**src/rtl/core/tccw_pkg.sv**
```systemverilog
// Shared constants for the text console cell writer.
// Field widths, control character codes, cell patterns and register map.
// No dependencies.
package tccw_pkg;

	// Fixed field widths of the ports
	localparam int POS_W   = 11;
	localparam int CHAR_W  = 8;
	localparam int CELL_W  = 16;
	localparam int ATTR_W  = 8;
	localparam int PADDR_W = 3;
	localparam int PDATA_W = 32;

	// Item operations
	localparam logic OP_WRITE = 1'b0;
	localparam logic OP_READ  = 1'b1;

	// Register index (paddr bit above the byte lanes)
	localparam logic REG_ATTR = 1'b0;

	// Control characters
	localparam logic [CHAR_W-1:0] CH_NUL = 8'h00;
	localparam logic [CHAR_W-1:0] CH_BS  = 8'h08;
	localparam logic [CHAR_W-1:0] CH_TAB = 8'h09;
	localparam logic [CHAR_W-1:0] CH_LF  = 8'h0A;
	localparam logic [CHAR_W-1:0] CH_CR  = 8'h0D;

	// Cell patterns
	localparam logic [CELL_W-1:0] BLANK_CELL  = 16'h0F20;
	localparam logic [CELL_W-1:0] ERASED_CELL = 16'h0F00;
	localparam logic [ATTR_W-1:0] ATTR_RESET  = 8'h0F;

endpackage

```
**src/rtl/core/tccw_modu.sv**
```systemverilog
// Remainder unit: operand modulo COLUMNS or TAB_STOP by reciprocal multiplication.
// One shared multiplier, two passes: quotient, then quotient times the divisor.
// Uses tccw_pkg (wildcard import); no submodules.
module tccw_modu
	import tccw_pkg::*;
#(
	parameter int W        = 11,
	parameter int COLUMNS  = 80,
	parameter int TAB_STOP = 4
) (
	input  logic                  clk,
	input  logic                  arst_n,
	input  logic                  start,
	input  logic                  by_tab,
	input  logic [W-1:0]          operand,
	output logic                  busy,
	output logic [$clog2((COLUMNS > TAB_STOP) ? COLUMNS : TAB_STOP):0] rem
);

	localparam int DMAX = (COLUMNS > TAB_STOP) ? COLUMNS : TAB_STOP;
	localparam int RW   = $clog2(DMAX) + 1;
	// Shift that keeps floor(x * M / 2^SH) exact for every W-bit x
	localparam int SH   = W + $clog2(DMAX);
	localparam int PW   = W + SH;
	localparam logic [SH-1:0] M_COL =
		SH'(((longint'(1) << SH) + COLUMNS - 1) / COLUMNS);
	localparam logic [SH-1:0] M_TAB =
		SH'(((longint'(1) << SH) + TAB_STOP - 1) / TAB_STOP);

	typedef enum logic [2:0] {
		P_IDLE = 3'b001,
		P_QUOT = 3'b010,
		P_BACK = 3'b100
	} pass_t;

	pass_t         pass_q;
	logic          tab_q;
	logic [W-1:0]  x_q;
	logic [W-1:0]  quot_q;
	logic [RW-1:0] r_q;
	logic [W-1:0]  mul_a;
	logic [SH-1:0] mul_b;
	logic [PW-1:0] prod;
	logic [W-1:0]  diff;

	// Pass one: operand times the reciprocal; pass two: quotient times the divisor
	assign mul_a = (pass_q == P_BACK) ? quot_q : x_q;
	assign mul_b = (pass_q == P_BACK) ?
		(tab_q ? SH'(TAB_STOP) : SH'(COLUMNS)) :
		(tab_q ? M_TAB : M_COL);
	assign prod  = PW'(mul_a) * PW'(mul_b);
	assign diff  = x_q - prod[W-1:0];

	always_ff @(posedge clk or negedge arst_n) begin
		if (!arst_n) begin
			pass_q <= P_IDLE;
		end else if (start) begin
			pass_q <= P_QUOT;
		end else begin
			case (pass_q)
				P_QUOT: begin
					pass_q <= P_BACK;
				end
				P_BACK: begin
					pass_q <= P_IDLE;
				end
				default: begin
					pass_q <= P_IDLE;
				end
			endcase
		end
	end

	always_ff @(posedge clk) begin
		if (start) begin
			x_q   <= operand;
			tab_q <= by_tab;
		end
		if (pass_q == P_QUOT) begin
			quot_q <= prod[SH +: W];
		end
		if (pass_q == P_BACK) begin
			r_q <= RW'(diff);
		end
	end

	assign busy = (pass_q != P_IDLE);
	assign rem  = r_q;

endmodule

```
**config.mk**
```make
export PLATFORM = sky130hd
export DESIGN_NAME = tccw_modu
export DESIGN_NICKNAME = d
export VERILOG_FILES = /design/src/rtl/core/tccw_pkg.sv /design/src/rtl/core/tccw_modu.sv
export SDC_FILE = /design/constraint.sdc
export NUM_CORES = 1
export LEC_CHECK = 0
export BUFFER_PORTS_ARGS = -buffer_cell sky130_fd_sc_hd__buf_2
export CAP_MARGIN = 25
export CELL_PAD_IN_SITES_DETAIL_PLACEMENT = 0
export CELL_PAD_IN_SITES_GLOBAL_PLACEMENT = 1
export CORE_MARGIN = 5
export CORE_UTILIZATION = 51
export CTS_CLUSTER_DIAMETER = 200
export DETAILED_ROUTE_END_ITERATION = 10
export GPL_TIMING_DRIVEN = 0
export PLACE_DENSITY = 0.93
export SLEW_MARGIN = 20
export SYNTH_ARGS = -nofsm -noshare
export SYNTH_HDL_FRONTEND = slang
export SYNTH_SLANG_ARGS = --single-unit
```
**constraint.sdc**
```tcl
create_clock -name clk -period 8 [get_ports clk]
set_clock_uncertainty 0.15 [all_clocks]
set_input_delay 0.4 -clock clk [delete_from_list [all_inputs] [get_ports clk]]
set_output_delay 0.4 -clock clk [all_outputs]
set_load 0.03 [all_outputs]
```
Word-level counts from Yosys, hierarchy flattened
Cells that the tools add are included.

$add $sub $neg: 1. $mul: 1. Equal/unequal tests: 3. Multiplexer cells: 6.

Operators by type and width (count): $mux W17 (2); $mul A11 B17 Y28 (1); $mux W11 (1); $sub A8 B8 Y8 (1); $mux W7 (1); $mux W3 (2); $eq A3 B2 Y1 const B (1); $eq A3 B3 Y1 const B (1); $ne A3 B1 Y1 const B (1).

Bits in registers: 34. Bits of input ports: 15. Output and inout bits: 9. Word-level logic and storage cells: 16.

Logic depth before layout (Yosys ltp)
Depth in word-level cells: 4. Depth in mapped cells: 25. Depth with buffers taken out: 24.

Worst setup path after synthesis
OpenSTA, ideal clock, no wires.

Kind: reg-to-reg. From: register pass_q[0]. To: register quot_q[9], data pin. Library setup time: 272 ps. Data arrival time: 5998 ps. Required time: 7578 ps. Slack: 1581 ps. Cell stages (with the launch flop): 24. Path buffers: 1. Clock period less this slack: 6419 ps. Path through: dfstp_2 -> nor2_1 -> and2_1 -> buf_2 -> inv_2 -> ha_1 -> nor2b_1 -> inv_1 -> fa_1 -> inv_1 -> fa_1 -> fa_1 -> fa_1 -> inv_1 -> fa_1 -> inv_1 -> ha_1 -> a2111oi_2 -> o21ai_1 -> a31oi_1 -> a21oi_1 -> or3_1 -> a21oi_2 -> a211oi_1.

Cells in the longest elaborated chain, start to end: 3. Elaborated cells between the ends (all ways): 4. Those cells by class: mul: 1; eq/ne: 1; mux: 2.

Ends and longest elaborated chain: from (decl) (RTL line tccw_modu.sv:36) `pass_t pass_q;`; from (signal assigned) (RTL line tccw_modu.sv:56) `pass_q <= P_IDLE;`; from (signal assigned) (RTL line tccw_modu.sv:58) `pass_q <= P_QUOT;`; from (signal assigned) (RTL line tccw_modu.sv:62) `pass_q <= P_BACK;`; $eq A3 B3 Y1 * (RTL line tccw_modu.sv:47, tccw_modu.sv:48); $mux W11 or $mux W17 (tied branches) (RTL line tccw_modu.sv:47, tccw_modu.sv:48); $mul A11 B17 Y28 * (RTL line tccw_modu.sv:51) `assign prod = PW'(mul_a) * PW'(mul_b);`; named net prod[27] (RTL line tccw_modu.sv:43) `logic [PW-1:0] prod;`; to (signal assigned) (RTL line tccw_modu.sv:80) `quot_q <= prod[SH +: W];`; to (decl) (RTL line tccw_modu.sv:39) `logic [W-1:0] quot_q;`.

The timed path passes the listed nets; every way through them passes the cells marked *. A chain may end at the register's enable or synchronous reset.

Worst setup path after layout
Ends and elaborated chain as after synthesis.

==> flow_metrics.env <==
export IMPL_run_status="complete, no violations"
export IMPL_synthToLayoutAreaGrowth_pct=8.44
export IMPL_synthSimpleGateAreaFrac_pct=12.5
export IMPL_hold_viol=0
export IMPL_peakVddDrop_v=0.0000917
export IMPL_cpPeakStageDelay_ps=600
export IMPL_crit_family="adder cells"
export IMPL_hold_class="input pin to register"
export IMPL_tns_ps=0
export IMPL_crit_type="register to register"
export IMPL_final_core_util_pct=57.0
export IMPL_drcViolationCount=0
export IMPL_die_y_microns=108
export IMPL_cpMostUsedCell="fa_1"
export IMPL_numCtsBuffers=5
export IMPL_dr_total_vias=3405
export IMPL_antenna_diode_count=0
export IMPL_htree_levels=2
export IMPL_synth_fa_ha_area_share_pct=48.4
export IMPL_power_density_nw_per_um2=220
export IMPL_crit_fanout=18
export IMPL_ys_top_cells_by_area="ha_1, fa_1, edfxtp_1"
export IMPL_worstSkewPairLatency_ps=280
export IMPL_avgRoutedWirePerCell_microns=15.4
export IMPL_stdcell_count=648
export IMPL_die_w_microns=108
export IMPL_io_pins=24
export IMPL_core_area_sq_um=9330
export IMPL_clock_sinks=33
export IMPL_dpl_hpwl_mm=8.67
export IMPL_cp_data_arrival_time_ps=7100
export IMPL_synth_seq_cells=33
export IMPL_grt_pass1_vias=3653
export IMPL_p_total_mw=1.17
export IMPL_synth_most_common_cell="ha_1"
export IMPL_std_cell_rows=35
export IMPL_synth_common_cells="ha_1, inv_1, fa_1"
export IMPL_synth_edf_count=30
export IMPL_port_buffers=23
export IMPL_crit_buf_inv=5
export IMPL_drv_cap=0
export IMPL_fin_crit_ps=7230
export IMPL_ys_flop_type="edfxtp_1"
export IMPL_synth_nets=660
export IMPL_ctsResizeCount=0
export IMPL_grt_max_degree=19
export IMPL_antenna_found_initial=0
export IMPL_dp_cells=639
export IMPL_synth_cell_types=43
export IMPL_slew_headroom_pct=55.6
export IMPL_cts_tree="done"
export IMPL_cts_hold_buf=1
export IMPL_drt_first_pass_iters=4
export IMPL_overflow=0
export IMPL_top_layer="met4"
export IMPL_tightest_slew_ps=665
export IMPL_cts_root_buf="clkbuf_8"
export IMPL_synth_top_cell_by_area="ha_1"
export IMPL_routedLengthMet1_mm=4.43
export IMPL_finalSetupViolations=0
export IMPL_syn_inst=486
export IMPL_drtIter0Drc=189
export IMPL_post_cts_buffers=0
export IMPL_synth_async_reset_ratio_pct=9.09
export IMPL_critPathLaunchType="register"
export IMPL_yosysSeqAreaShare_pct=19.9
export IMPL_drive_above_1_share_pct=8.09
export IMPL_wl_met2_mm=5.05
export IMPL_yosys_warnings=0
export IMPL_clockBufferDepth=2
export IMPL_die_area_sq_um=11700
export IMPL_clock_fmax_mhz=138
export IMPL_synth_xor_area_share_pct=2.86
export IMPL_viasPerCell=5.25
export IMPL_place_congestion=0.871
export IMPL_total_leakage_power_nw=2.82
export IMPL_grt_pass1_wl_mm=17.6
export IMPL_antenna_left=0
export IMPL_setup_worst_path_end_class="register"
export IMPL_finalMaxSlewViolations=0
export IMPL_syn_area_sq_um=4910
export IMPL_synth_top_area_share_pct=27.5
export IMPL_wl_met3_microns=322
export IMPL_crit_required_ps=7870
export IMPL_synth_mux_area_share_pct=1.84
export IMPL_syn_avg_cell_area_sq_um=10.1
export IMPL_slowest_stage="nor2b_1"
export IMPL_num_nets_final=692
export IMPL_worstPathCellList="nor2_1 > and2_1 > buf_2 > inv_2 > ha_1 > clkbuf_1 > nor2b_1 > ha_1 > fa_1 > fa_1 > fa_1 > inv_1 > fa_1 > inv_1 > ha_1 > a2111oi_2 > o21ai_1 > a31oi_1 > a21oi_1 > or3_1 > a21oi_2 > a211oi_1"
export IMPL_period_share_pct=90.4
export IMPL_clkTransAtPathRegs_ps=70
export IMPL_rsz0062_at_grt="no"
export IMPL_track_usage_pct=19.2
export IMPL_start_util_pct=52.6
export IMPL_routed_wl_mm=9.99
export IMPL_synth_compound_area_share_pct=6.53
export IMPL_synth_top_family_by_area="adder cells"
[metrics by stage]
step / setup slack, ps / cell area, sq um / hold slack [ps]
after global routing: 275 / 5320 / 129
after floorplan: 1580 / 4910 / -45.6
after CTS: 741 / 5320 / 133
after detailed placement: 781 / 5190 / 49.1
after global placement: 853 / 5180 / 42.2
final: 769 / 5320 / 139
[worst register-to-register path, stage by stage, from the launching register on]
cell       delay, ps
dfstp_2          550
nor2_1            40
and2_1           140
buf_2            250
inv_2            280
ha_1             220
clkbuf_1         300
nor2b_1          610
ha_1             360
fa_1             470
fa_1             520
fa_1             550
inv_1             60
fa_1             520
inv_1             40
ha_1             330
a2111oi_2        300
o21ai_1          160
a31oi_1          300
a21oi_1          150
or3_1            380
a21oi_2          190
a211oi_1         100
[final timing paths]
kind                        startpoint   endpoint  slack (ps)  depth (start not counted)
setup / recovery             pass_q[0]  quot_q[9]         770                         22
hold / removal             operand[10]    x_q[10]         140                          1
setup reg to reg             pass_q[0]  quot_q[9]         770                         22
hold reg to reg              pass_q[2]  pass_q[0]         410                          2
max in group asynchronous       arst_n  pass_q[0]        7200                          2
min in group asynchronous       arst_n  pass_q[2]         310                          2
[sequential cells by signal, summed over array words and instances (netlist names)]
name	cells
x_q	11
quot_q	10
rem	8
pass_q	3
tab_q	1
[report_power, final]
group,switching [mW],internal [mW]
combinational,0.460,0.325
sequential,0.00723,0.225
clock,0.0601,0.0931
total,0.528,0.643
[layout make-up]
| cell class | count | area [sq um] |
|---|---|---|
| fill | 790 | 4010 |
| multi-input combinational | 349 | 3540 |
| sequential | 33 | 977 |
| inverter | 97 | 364 |
| tap | 129 | 161 |
| timing repair buffer | 25 | 133 |
| clock buffer | 5 | 68.8 |
| clock inverter | 3 | 46.3 |
| buffer | 7 | 27.5 |
[logic make-up (layout without fill, tap and decap cells)]
kind of cell / after synthesis / count (layout)
compound gates: 50 / 50
xor+xnor: 16 / 16
fa+ha+maj: 159 / 159
buf+inv: 104 / 137
flops: 33 / 33
mux: 9 / 9
simple gates: 115 / 115
[routing by layer]
layer / global-route usage, % / vias up
li1: - / 1668
met1: 24.7 / 1651
met2: 34.8 / 70
met3: 1.61 / 16
met4: 5.23 / 0
met5: 0 / -
[cells in the final DEF (no fill, tap or decap), types with 8 or more instances in the layout]
cell and instances:
buf_2 24, xnor2_1 10, fa_1 51, nor2_1 24
mux2i_1 9, nand3_1 8, nand2b_1 12, ha_1 108
a21oi_1 19, nand2_1 17, edfxtp_1 30, nor2b_1 40
inv_1 96
Note: power is estimated with default switching activity, not from simulation.
